<file path="config.mk">
export PLATFORM = sky130hd
export DESIGN_NAME = lattice_tromino_pose_search
export DESIGN_NICKNAME = d
export VERILOG_FILES = /design/src/hdl/ltps_pkg.sv /design/src/hdl/lattice_tromino_pose_search.sv /design/src/hdl/ltps_ram.sv /design/src/hdl/ltps_cell.sv /design/src/hdl/ltps_expand.sv
export SDC_FILE = /design/constraint.sdc
export NUM_CORES = 1
export LEC_CHECK = 0
export BUFFER_PORTS_ARGS = -buffer_cell sky130_fd_sc_hd__buf_2
export CAP_MARGIN = 40
export CORE_UTILIZATION = 41
export CTS_CLUSTER_SIZE = 24
export DETAILED_ROUTE_END_ITERATION = 10
export SETUP_SLACK_MARGIN = 0.4
export SYNTH_ARGS = -nofsm -noshare
export SYNTH_HDL_FRONTEND = slang
export SYNTH_HIERARCHICAL = 1
export SYNTH_SLANG_ARGS = --single-unit
</file>
<file path="constraint.sdc">
create_clock -name i_clk -period 12.5 [get_ports i_clk]
set_input_delay 0.625 -clock i_clk [delete_from_list [all_inputs] [get_ports i_clk]]
set_output_delay 0.625 -clock i_clk [all_outputs]
set_load 0.05 [all_outputs]
</file>
<file path="src/hdl/ltps_pkg.sv">
package ltps_pkg;

    localparam int MAX_COLS = 64;
    localparam int MAX_ROWS = 64;
    localparam int COL_W    = $clog2(MAX_COLS);
    localparam int ROW_W    = $clog2(MAX_ROWS);
    localparam int CFG_W    = 7;
    localparam int CFG_IDX_W = 1;
    localparam int FIELD_W  = 6;
    localparam int TOTAL_W  = 15;
    localparam int VAL_W    = 3;
    localparam int NPAT     = 8;
    localparam int PAT_W    = 3;
    localparam int Q_DEPTH  = 4;
    localparam int S_DATA_W = 8;
    localparam int M_DATA_W = 56;

    localparam logic [CFG_W-1:0] DIM_MIN = CFG_W'(3);
    localparam logic [CFG_W-1:0] DIM_RST = CFG_W'(8);
    localparam logic [CFG_W-1:0] ROWS_MAX = CFG_W'(MAX_ROWS);
    localparam logic [CFG_W-1:0] COLS_MAX = CFG_W'(MAX_COLS);

    localparam logic [CFG_IDX_W-1:0] REG_ROWS = 1'b0;
    localparam logic [CFG_IDX_W-1:0] REG_COLS = 1'b1;

    localparam logic KIND_POSE  = 1'b0;
    localparam logic KIND_TOTAL = 1'b1;

    // window bit = (1+dr)*3 + (1+dc), centre at bit 4
    localparam logic [3:0] SEC_IDX [NPAT] = '{4'd5, 4'd5, 4'd7, 4'd7, 4'd3, 4'd3, 4'd1, 4'd1};
    localparam logic [3:0] THI_IDX [NPAT] = '{4'd8, 4'd2, 4'd8, 4'd6, 4'd0, 4'd6, 4'd0, 4'd2};

    localparam logic [FIELD_W-1:0] P1 = FIELD_W'(1);
    localparam logic [FIELD_W-1:0] Z0 = '0;
    localparam logic [FIELD_W-1:0] M1 = '1;

    localparam logic [FIELD_W-1:0] DR2 [NPAT] = '{Z0, Z0, P1, P1, Z0, Z0, M1, M1};
    localparam logic [FIELD_W-1:0] DC2 [NPAT] = '{P1, P1, Z0, Z0, M1, M1, Z0, Z0};
    localparam logic [FIELD_W-1:0] DR3 [NPAT] = '{P1, M1, P1, P1, M1, P1, M1, M1};
    localparam logic [FIELD_W-1:0] DC3 [NPAT] = '{P1, P1, P1, M1, M1, M1, M1, P1};

    typedef struct packed {
        logic [NPAT-1:0]    mask;
        logic [FIELD_W-1:0] row;
        logic [FIELD_W-1:0] col;
        logic               last;
    } t_hit;

    typedef struct packed {
        logic               kind;
        logic [PAT_W-1:0]   pattern;
        logic [FIELD_W-1:0] crow;
        logic [FIELD_W-1:0] ccol;
        logic [FIELD_W-1:0] srow;
        logic [FIELD_W-1:0] scol;
        logic [FIELD_W-1:0] trow;
        logic [FIELD_W-1:0] tcol;
        logic [TOTAL_W-1:0] total;
        logic               last;
    } t_res;

endpackage

</file>
<file path="src/hdl/lattice_tromino_pose_search.sv">
// A beat's first result passes the input register, expander register and result chain before
// it is offered. One cell is taken per cycle while each yields at most one result and the
// Q_DEPTH-cell chain, which absorbs bursts and output stalls, has room; the expander drains
// one result per cycle; a cell with more results (poses plus any frame total) holds it longer.
// Reset (synchronous, active low): counters, window and pose total clear, frame size 8 x 8.
// The line stores are not cleared; they are written before being read within a frame.
module lattice_tromino_pose_search (
    input  logic                                i_clk,
    input  logic                                i_rst_n,
    input  logic                                s_axis_tvalid,
    output logic                                s_axis_tready,
    input  logic [ltps_pkg::S_DATA_W-1:0]       s_axis_tdata,  // [2:0] cell_value
    output logic                                m_axis_tvalid,
    input  logic                                m_axis_tready,
    // [2:0] pattern_index, [8:3] centre_row, [14:9] centre_col, [20:15] second_row,
    // [26:21] second_col, [32:27] third_row, [38:33] third_col, [53:39] pose_total
    output logic [ltps_pkg::M_DATA_W-1:0]       m_axis_tdata,
    output logic                                m_axis_tuser,  // [0] result_kind
    output logic                                m_axis_tlast,
    input  logic                                i_cfg_valid,
    output logic                                o_cfg_ready,
    input  logic [ltps_pkg::CFG_IDX_W-1:0]      i_cfg_index,
    input  logic [ltps_pkg::CFG_W-1:0]          i_cfg_data
);

    localparam int CW = ltps_pkg::CFG_W;

    logic [CW-1:0]                  r_rows;
    logic [CW-1:0]                  r_cols;
    logic [ltps_pkg::ROW_W-1:0]     r_row;
    logic [ltps_pkg::COL_W-1:0]     r_col;
    logic [ltps_pkg::ROW_W-1:0]     n_row;
    logic [ltps_pkg::COL_W-1:0]     n_col;

    logic                           r_a_vld;
    logic                           r_a_e;
    logic [ltps_pkg::ROW_W-1:0]     r_a_row;
    logic [ltps_pkg::COL_W-1:0]     r_a_col;
    logic                           r_a_last;
    logic                           r_a_inner;
    logic [8:0]                     r_win;
    logic [8:0]                     n_win;

    logic [CW-1:0]                  rows_eff;
    logic [CW-1:0]                  cols_eff;
    logic                           last_col;
    logic                           last_cell;
    logic                           inner;
    logic                           s_fire;
    logic                           a_move;
    logic                           x_take;
    logic [1:0]                     ram_q;
    ltps_pkg::t_hit                 hit;

    logic                           w_vld  [ltps_pkg::Q_DEPTH+1];
    logic                           w_take [ltps_pkg::Q_DEPTH+1];
    ltps_pkg::t_res                 w_data [ltps_pkg::Q_DEPTH+1];
    ltps_pkg::t_res                 head;

    assign o_cfg_ready = 1'b1;

    always_ff @(posedge i_clk) begin
        if (!i_rst_n) begin
            r_rows <= ltps_pkg::DIM_RST;
            r_cols <= ltps_pkg::DIM_RST;
        end else if (i_cfg_valid) begin
            case (i_cfg_index)
                ltps_pkg::REG_ROWS: r_rows <= i_cfg_data;
                ltps_pkg::REG_COLS: r_cols <= i_cfg_data;
                default: ;
            endcase
        end
    end

    assign rows_eff = (r_rows < ltps_pkg::DIM_MIN) ? ltps_pkg::DIM_MIN :
                      (r_rows > ltps_pkg::ROWS_MAX) ? ltps_pkg::ROWS_MAX : r_rows;
    assign cols_eff = (r_cols < ltps_pkg::DIM_MIN) ? ltps_pkg::DIM_MIN :
                      (r_cols > ltps_pkg::COLS_MAX) ? ltps_pkg::COLS_MAX : r_cols;

    assign last_col  = CW'(r_col) >= cols_eff - CW'(1);
    assign last_cell = last_col && (CW'(r_row) >= rows_eff - CW'(1));
    assign inner     = (r_row >= ltps_pkg::ROW_W'(2)) && (r_col >= ltps_pkg::COL_W'(2)) &&
                       (CW'(r_row) <= rows_eff - CW'(1)) && (CW'(r_col) <= cols_eff - CW'(1));

    assign s_axis_tready = !r_a_vld || x_take;
    assign s_fire        = s_axis_tvalid && s_axis_tready;
    assign a_move        = r_a_vld && x_take;

    always_comb begin
        n_row = r_row;
        n_col = r_col + ltps_pkg::COL_W'(1);
        if (last_cell) begin
            n_row = '0;
            n_col = '0;
        end else if (last_col) begin
            n_row = r_row + ltps_pkg::ROW_W'(1);
            n_col = '0;
        end
    end

    always_ff @(posedge i_clk) begin
        if (!i_rst_n) begin
            r_row   <= '0;
            r_col   <= '0;
            r_a_vld <= 1'b0;
            r_win   <= '0;
        end else begin
            if (s_fire) begin
                r_row <= n_row;
                r_col <= n_col;
            end
            if (s_axis_tready) begin
                r_a_vld <= s_axis_tvalid;
            end
            if (a_move) begin
                r_win <= n_win;
            end
        end
    end

    always_ff @(posedge i_clk) begin
        if (s_fire) begin
            r_a_e     <= (s_axis_tdata[ltps_pkg::VAL_W-1:0] == '0);
            r_a_row   <= r_row;
            r_a_col   <= r_col;
            r_a_last  <= last_cell;
            r_a_inner <= inner;
        end
    end

    // entry holds {upper, middle} empty bits of one column
    ltps_ram #(
        .WIDTH(2),
        .DEPTH(ltps_pkg::MAX_COLS)
    ) u_line (
        .i_clk    (i_clk),
        .i_wr_en  (a_move),
        .i_wr_addr(r_a_col),
        .i_wr_data({ram_q[0], r_a_e}),
        .i_rd_en  (s_fire),
        .i_rd_addr(r_col),
        .o_rd_data(ram_q)
    );

    always_comb begin
        n_win[2:0] = {ram_q[1], r_win[2:1]};
        n_win[5:3] = {ram_q[0], r_win[5:4]};
        n_win[8:6] = {r_a_e,    r_win[8:7]};
        hit.row    = ltps_pkg::FIELD_W'(r_a_row);
        hit.col    = ltps_pkg::FIELD_W'(r_a_col);
        hit.last   = r_a_last;
        for (int k = 0; k < ltps_pkg::NPAT; k++) begin
            hit.mask[k] = r_a_inner && n_win[4] &&
                          n_win[ltps_pkg::SEC_IDX[k]] && n_win[ltps_pkg::THI_IDX[k]];
        end
    end

    ltps_expand u_expand (
        .i_clk    (i_clk),
        .i_rst_n  (i_rst_n),
        .i_hit_vld(r_a_vld),
        .i_hit    (hit),
        .o_take   (x_take),
        .o_res_vld(w_vld[0]),
        .o_res    (w_data[0]),
        .i_q_take (w_take[0])
    );

    for (genvar g = 0; g < ltps_pkg::Q_DEPTH; g++) begin : g_chain
        ltps_cell u_cell (
            .i_clk  (i_clk),
            .i_rst_n(i_rst_n),
            .i_vld  (w_vld[g]),
            .i_data (w_data[g]),
            .o_take (w_take[g]),
            .o_vld  (w_vld[g+1]),
            .o_data (w_data[g+1]),
            .i_take (w_take[g+1])
        );
    end

    assign w_take[ltps_pkg::Q_DEPTH] = m_axis_tready;
    assign head                      = w_data[ltps_pkg::Q_DEPTH];

    assign m_axis_tvalid = w_vld[ltps_pkg::Q_DEPTH];
    assign m_axis_tuser  = head.kind;
    assign m_axis_tlast  = head.last;
    assign m_axis_tdata  = {2'b00, head.total, head.tcol, head.trow, head.scol, head.srow,
                            head.ccol, head.crow, head.pattern};

endmodule

</file>
<file path="src/hdl/ltps_ram.sv">
module ltps_ram #(
    parameter int WIDTH = 2,
    parameter int DEPTH = 64
) (
    input  logic                     i_clk,
    input  logic                     i_wr_en,
    input  logic [$clog2(DEPTH)-1:0] i_wr_addr,
    input  logic [WIDTH-1:0]         i_wr_data,
    input  logic                     i_rd_en,
    input  logic [$clog2(DEPTH)-1:0] i_rd_addr,
    output logic [WIDTH-1:0]         o_rd_data
);

    logic [WIDTH-1:0] r_mem [DEPTH];
    logic [WIDTH-1:0] r_q;

    always_ff @(posedge i_clk) begin
        if (i_wr_en) begin
            r_mem[i_wr_addr] <= i_wr_data;
        end
        if (i_rd_en) begin
            r_q <= r_mem[i_rd_addr];
        end
    end

    assign o_rd_data = r_q;

endmodule

</file>
<file path="src/hdl/ltps_cell.sv">
module ltps_cell (
    input  logic               i_clk,
    input  logic               i_rst_n,
    input  logic               i_vld,
    input  ltps_pkg::t_res     i_data,
    output logic               o_take,
    output logic               o_vld,
    output ltps_pkg::t_res     o_data,
    input  logic               i_take
);

    logic           r_vld;
    ltps_pkg::t_res r_data;

    assign o_take = !r_vld || i_take;

    always_ff @(posedge i_clk) begin
        if (!i_rst_n) begin
            r_vld <= 1'b0;
        end else if (o_take) begin
            r_vld <= i_vld;
        end
    end

    always_ff @(posedge i_clk) begin
        if (o_take) begin
            r_data <= i_data;
        end
    end

    assign o_vld  = r_vld;
    assign o_data = r_data;

endmodule

</file>
<file path="src/hdl/ltps_expand.sv">
module ltps_expand (
    input  logic           i_clk,
    input  logic           i_rst_n,
    input  logic           i_hit_vld,
    input  ltps_pkg::t_hit i_hit,
    output logic           o_take,
    output logic           o_res_vld,
    output ltps_pkg::t_res o_res,
    input  logic           i_q_take
);

    logic                                  r_vld;
    logic [ltps_pkg::NPAT-1:0]             r_mask;
    logic [ltps_pkg::FIELD_W-1:0]          r_row;
    logic [ltps_pkg::FIELD_W-1:0]          r_col;
    logic                                  r_last;
    logic [ltps_pkg::TOTAL_W-1:0]          r_cnt;

    logic [ltps_pkg::PAT_W-1:0]            pat;
    logic [ltps_pkg::NPAT-1:0]             rest;
    logic                                  has_pose;
    logic                                  fire;
    logic                                  done;
    logic [ltps_pkg::TOTAL_W-1:0]          cnt_inc;
    logic [ltps_pkg::FIELD_W-1:0]          ci;
    logic [ltps_pkg::FIELD_W-1:0]          cj;

    always_comb begin
        pat = '0;
        for (int i = ltps_pkg::NPAT - 1; i >= 0; i--) begin
            if (r_mask[i]) begin
                pat = ltps_pkg::PAT_W'(i);
            end
        end
    end

    assign rest     = r_mask & (r_mask - ltps_pkg::NPAT'(1));
    assign has_pose = |r_mask;
    assign cnt_inc  = (&r_cnt) ? r_cnt : r_cnt + ltps_pkg::TOTAL_W'(1);
    assign ci       = r_row - ltps_pkg::FIELD_W'(1);
    assign cj       = r_col - ltps_pkg::FIELD_W'(1);

    assign o_res_vld = r_vld && (has_pose || r_last);
    assign fire      = o_res_vld && i_q_take;
    assign done      = r_vld && ((!has_pose && !r_last) ||
                       (fire && (!has_pose || (rest == '0 && !r_last))));
    assign o_take    = !r_vld || done;

    always_comb begin
        o_res = '0;
        if (has_pose) begin
            o_res.kind    = ltps_pkg::KIND_POSE;
            o_res.pattern = pat;
            o_res.crow    = ci;
            o_res.ccol    = cj;
            o_res.srow    = ci + ltps_pkg::DR2[pat];
            o_res.scol    = cj + ltps_pkg::DC2[pat];
            o_res.trow    = ci + ltps_pkg::DR3[pat];
            o_res.tcol    = cj + ltps_pkg::DC3[pat];
            o_res.total   = cnt_inc;
            o_res.last    = (rest == '0) && !r_last;
        end else begin
            o_res.kind  = ltps_pkg::KIND_TOTAL;
            o_res.total = r_cnt;
            o_res.last  = 1'b1;
        end
    end

    always_ff @(posedge i_clk) begin
        if (!i_rst_n) begin
            r_vld <= 1'b0;
            r_cnt <= '0;
        end else begin
            if (o_take) begin
                r_vld <= i_hit_vld;
            end
            if (fire) begin
                r_cnt <= has_pose ? cnt_inc : '0;
            end
        end
    end

    always_ff @(posedge i_clk) begin
        if (o_take) begin
            r_mask <= i_hit.mask;
            r_row  <= i_hit.row;
            r_col  <= i_hit.col;
            r_last <= i_hit.last;
        end else if (fire && has_pose) begin
            r_mask <= rest;
        end
    end

endmodule

</file>
## Yosys cells after proc, flatten, opt, wreduce, memory -nomap -nowiden

Memories as Yosys holds them, arrays and structs flattened. A register that Yosys moved wholly into a read port is not among the register bits.
Cells that the tools add are included.

| word-level totals | value |
|---|---|
| flip-flop bits (word level) | 316 |
| memories | 5 |
| logic and storage cells | 176 |
| bits in read-only memories | 192 |
| memory bits (writable) | 128 |

| operators by class | value |
|---|---|
| reduce and logical (&&, ||, !) cells | 52 |
| order comparisons | 11 |
| add/subtract/negate cells | 12 |
| multiplexer cells | 32 |
| bitwise operators | 3 |

Memory list:

| name | depth | bits a word | rd ports | clocked after memory_dff | write ports | line | RTL |
|---|---|---|---|---|---|---|---|
| u_line.r_mem | 64 | 2 | 1 | 1 | 1 | ltps_ram.sv:14 | `logic [WIDTH-1:0] r_mem [DEPTH];` |
| (name not given) | 8 | 6 | 1 | 0 | 0 | ltps_expand.sv:56 | `o_res.srow = ci + ltps_pkg::DR2[pat];` |
| (name not given) | 8 | 6 | 1 | 0 | 0 | ltps_expand.sv:57 | `o_res.scol = cj + ltps_pkg::DC2[pat];` |
| (name not given) | 8 | 6 | 1 | 0 | 0 | ltps_expand.sv:58 | `o_res.trow = ci + ltps_pkg::DR3[pat];` |
| (name not given) | 8 | 6 | 1 | 0 | 0 | ltps_expand.sv:59 | `o_res.tcol = cj + ltps_pkg::DC3[pat];` |

Operators by type and width:

| kind | count |
|---|---|
| $mux 6 | 12 |
| $mux 15 | 2 |
| $mux 7 | 4 |
| $logic_and 1x1->1 | 26 |
| $add 6x6->6 | 4 |
| $mux 3 | 8 |
| $mux 16 | 1 |
| $mux 8 | 2 |
| $add 15x1->15 const B | 1 |
| $reduce_and 15->1 | 1 |
| $ge 6x7->1 | 2 |
| $gt 7x7->1 const B | 2 |
| $le 6x7->1 | 2 |
| $lt 7x2->1 const B | 2 |
| $sub 7x1->7 const B | 2 |
| $add 6x1->6 const B | 2 |
| $ge 6x2->1 const B | 2 |
| $sub 6x1->6 const B | 2 |
| $logic_or 1x1->1 | 9 |
| $and 8x8->8 | 1 |
| $logic_not 1->1 | 8 |
| $logic_not 8->1 | 1 |
| $reduce_or 8->1 | 1 |
| $sub 8x1->8 const B | 1 |
| 7 further kinds | 12 |

## Depth between registers and ports, before layout

| depth | value |
|---|---|
| word-level depth | 13 |
| mapped depth | 13 |
| mapped depth without buffers | 12 |

## Hierarchy

The synthesis kept the hierarchy.

Modules (own cells, without submodules):

| module | cells each | sequential area each (µm²) | area an instance (µm²) | instances |
|---|---|---|---|---|
| ltps_cell | 60 | 1,701.6 | 1,730.4 | 4 |
| ltps_ram | 324 | 3,903.7 | 5,417.7 | 1 |
| ltps_expand | 420 | 950.9 | 3,379.5 | 1 |
| lattice_tromino_pose_search | 276 | 1,111.1 | 2,600.0 | 1 |

## Least setup slack after synthesis

Ideal clock, no wire load.

| timing | value |
|---|---|
| path type | input port to flip-flop |
| start point | in m_axis_tready |
| end point | reg r_row[2] (netlist name) |
| arrival | 5.029 ns |
| buffers on the path | 2 |
| path slack | 7.349 ns |
| data required time | 12.378 ns |
| cell stages on the path | 13 |
| path through | nand2b_4 -> nand2b_4 -> nand2b_4 -> nand2b_4 -> nor2_2 -> a31oi_4 -> nand2b_4 -> and2_4 -> buf_8 -> o211ai_4 -> or2_0 -> buf_2 -> a221o_1 |

RTL lines:

| element | line | RTL |
|---|---|---|
| start, declared | lattice_tromino_pose_search.sv:14 | `input logic m_axis_tready,` |

==> impl_metrics.tcl <==
set metrics [dict create \
    yosysTopAreaCell "edfxtp_1" \
    synth.most_common_cell "edfxtp_1" \
    grt_pass1_wl_mm 51.3 \
    ys_seq_area_share_pct 69.7 \
    fin_crit_ns 6.00 \
    clkTransAtPathRegs_ns 0.07 \
    timing.critical_path.buf_inv 1 \
    status "finished, final reports clean" \
    fmax_ghz 0.167 \
    tightest_slew_ns 0.855 \
    cp_data_required_time_ns 12.76 \
    antenna_found_initial 0 \
    dp_hpwl_mm 20.3 \
    slew_headroom_pct 42.9 \
    grt_pass1_vias 9793 \
    synth_ff_type "edfxtp_1" \
    wl_per_cell_um 16.2 \
    start_kind "flip-flop" \
    crit_arrival_ns 6.26 \
    ctsHtreeMaxLevel 2 \
    firstDrtPassIters 5 \
    crit_fanout 61 \
    crit_family "simple AND/OR/NAND/NOR gates" \
    cts_tree "done" \
    grt_start_max_net_pins 65 \
    clock_latency_ns 0.58 \
    yosys-top-cells-area "edfxtp_1 64%, dfxtp_1 5.8%, mux4_2 3.6%" \
    power.leakage_nw 7.76 \
    drive_above_1_share_pct 15.5 \
    synth_edf_count 390 \
    setup_tns_ns 0 \
    path_common_cell "nand2b_4" \
    post-place-ws_ns 5.90 \
    syn_inst 1260 \
    synthArstFlopShare_pct 0 \
    drv_slew 0 \
    slowest_delay_ns 0.79 \
    drc 0 \
    drt-total-wl_mm 31.8 \
    antennaDiodeCount 0 \
    cts_hold_buf 0 \
    cts_setup_buffers 0 \
    io_buffers 73 \
    rsz0062_at_grt "false" \
    coreArea_sq_um 44100 \
    ant_nets 0 \
    vdd_drop_max_uv 96.8 \
    synth_top_area_share_pct 63.9 \
    initial_core_util_pct 41.5 \
    via_per_inst 5.15 \
    die_y_um 213 \
    fin_ws_ns 6.50 \
    finalHoldViolCount 0 \
    cts.path.max_buffers 3 \
    syn-mean-instance-area_sq_um 14.5 \
    clock_skew_ns 0.0240 \
    crit_type "flip-flop to flip-flop" \
    synth_cell_types 88 \
    rows 77 \
    numClockSinks 443 \
    maxCapViolCount 0 \
    cts-root-buf "clkbuf_16" \
    grt_use_total_pct 14.4 \
    powerDensity_nw_per_um2 151 \
    fin_crit_sh_pct 48.0 \
    ctsResizeCount 0 \
    hp-class "input pin to flip-flop" \
    cts_buffers 45 \
    cp_slowest_cell "nand2b_4" \
    vias 10142 \
    ios 82 \
    ys_ff_latch 443 \
    netlist_area_sq_um 18300 \
    setup_viol 0 \
    synth_warnings 6 \
    dieArea_sq_um 45500 \
    die_x_um 213 \
    end_kind "flip-flop" \
    drt_iter0_markers 746 \
    final_nets 1399 \
    yosys-top-cells-count "390 x edfxtp_1, 137 x nor2_1, 82 x nand2_1, 53 x dfxtp_1, 43 x a21oi_1" \
    routabilityCongestion 0.839 \
    overflow 0 \
    syn2layout_area_growth_pct 13.1 \
    path_cells "nand2b_4 -> nand2b_4 -> nand2b_4 -> nand2b_4 -> nor2_2 -> a31oi_4 -> nand2_1 -> inv_1 -> nor2b_1 -> nand3_1 -> nor2_1" \
]
[sequential cells by signal (all words and copies together), names as in the netlist, 2 cells and up]
signal,count
g_chain.u_cell/o_data,224
u_line/r_mem,128
u_expand/r_cnt,15
u_expand/r_mask,8
r_cols,7
r_rows,7
r_a_col,6
r_a_row,6
r_col,6
r_row,6
r_win,6
u_expand/r_col,6
u_expand/r_row,6
g_chain.u_cell/o_vld,4
u_line/o_rd_data,2
[where the power goes]
part           leakage, nW  internal (mW)  switching [mW]
registers             4.72           1.62          0.0179
logic                 2.32         0.0662           0.102
clock network        0.712          0.773           0.553
total                 7.76           2.46           0.673
[layer usage]
| layer | vias to the layer above | track usage [%] | wire length, um |
|---|---|---|---|
| li1 | 4942 | - | - |
| met1 | 4923 | 19.3 | 14800 |
| met2 | 218 | 23.1 | 14700 |
| met3 | 59 | 3.30 | 1430 |
| met4 | 0 | 4.98 | 838 |
| met5 | - | 0 | 0 |
[placed cells by master (no fill, tap or decap), types with 6 or more instances in the layout]
| cell | Yosys | layout |
|---|---|---|
| a211oi_1 | 14 | 14 |
| a21boi_0 | 13 | 13 |
| a21o_1 | 10 | 10 |
| a21oi_1 | 43 | 43 |
| a22oi_1 | 10 | 10 |
| a31oi_1 | 10 | 10 |
| and2_1 | 17 | 17 |
| and3_1 | 14 | 14 |
| buf_2 | 13 | 74 |
| buf_4 | 5 | 8 |
| clkbuf_1 | 25 | 9 |
| clkbuf_16 | 0 | 45 |
| clkinv_1 | 1 | 10 |
| clkinv_2 | 0 | 8 |
| dfxtp_1 | 53 | 52 |
| edfxtp_1 | 390 | 390 |
| ha_1 | 37 | 37 |
| inv_1 | 30 | 30 |
| mux2i_1 | 11 | 11 |
| mux4_2 | 29 | 29 |
| nand2_1 | 82 | 82 |
| nand2b_1 | 14 | 14 |
| nand3_1 | 34 | 34 |
| nand3b_1 | 6 | 6 |
| nand4_1 | 7 | 7 |
| nor2_1 | 137 | 137 |
| nor2b_1 | 22 | 22 |
| nor3_1 | 18 | 18 |
| nor3b_1 | 8 | 8 |
| o21a_1 | 8 | 8 |
| o21ai_0 | 38 | 38 |
| o21bai_1 | 8 | 8 |
| o31ai_1 | 7 | 7 |
| or3_1 | 7 | 7 |
| or4_1 | 7 | 7 |
| xnor2_1 | 21 | 21 |
| xor2_1 | 11 | 11 |
[final cells by class]
class | count | area, sq um
Sequential cell | 443 | 12800
Inverter | 31 | 116
Clock buffer | 54 | 1160
Fill cell | 3939 | 23400
Timing Repair Buffer | 83 | 458
Tap cell | 592 | 741
Clock inverter | 29 | 314
Multi-Input combinational cell | 737 | 5160
[stage by stage]
step / cell area [sq um] / util [%] / instances / hold slack, ns / total power, mW
4_1_cts: 20700 / 47.0 / 1969 / 0.266 / 3.18
3_3_place_gp: 19200 / 43.6 / 1884 / 0.402 / 1.84
6_report: 20700 / 47.0 / 1969 / 0.295 / 3.13
2_1_floorplan: 18300 / - / 1261 / 0.400 / 1.80
5_1_grt: 20700 / 47.0 / 1969 / 0.289 / 3.25
3_5_place_dp: 19300 / 43.6 / 1886 / 0.405 / 1.84
[tightest hold or removal path: stages]
cell and delay [ns]:
buf_2 0.09, mux2i_1 0.07, nand2_1 0.06
[path summary, 6_finish.rpt]
kind | from | to | slack [ns] | cells after the start
worst max-delay path | g_chain[3].u_cell/o_vld | u_line/r_mem[46][0] | 6.50 | 11
worst min-delay path | i_cfg_data[3] | r_rows[3] | 0.29 | 3
worst max register to register | g_chain[3].u_cell/o_vld | u_line/r_mem[46][0] | 6.50 | 11
worst min register to register | g_chain[0].u_cell/o_data[20] | g_chain[1].u_cell/o_data[20] | 0.42 | 0
[kinds of logic after synthesis]
group / count (synthesis) / synth area share [%]
buffers and inverters: 81 / 2.12
xor gates and xnor gates: 33 / 1.65
and+or+nand+nor: 406 / 11.2
adders and majority gates: 37 / 2.53
AOI/OAI and AO/OA: 217 / 8.50
other: 2 / 0.0410
DFF: 443 / 69.7
muxes: 41 / 4.23
No activity file was read; power rests on OpenSTA's default activity.
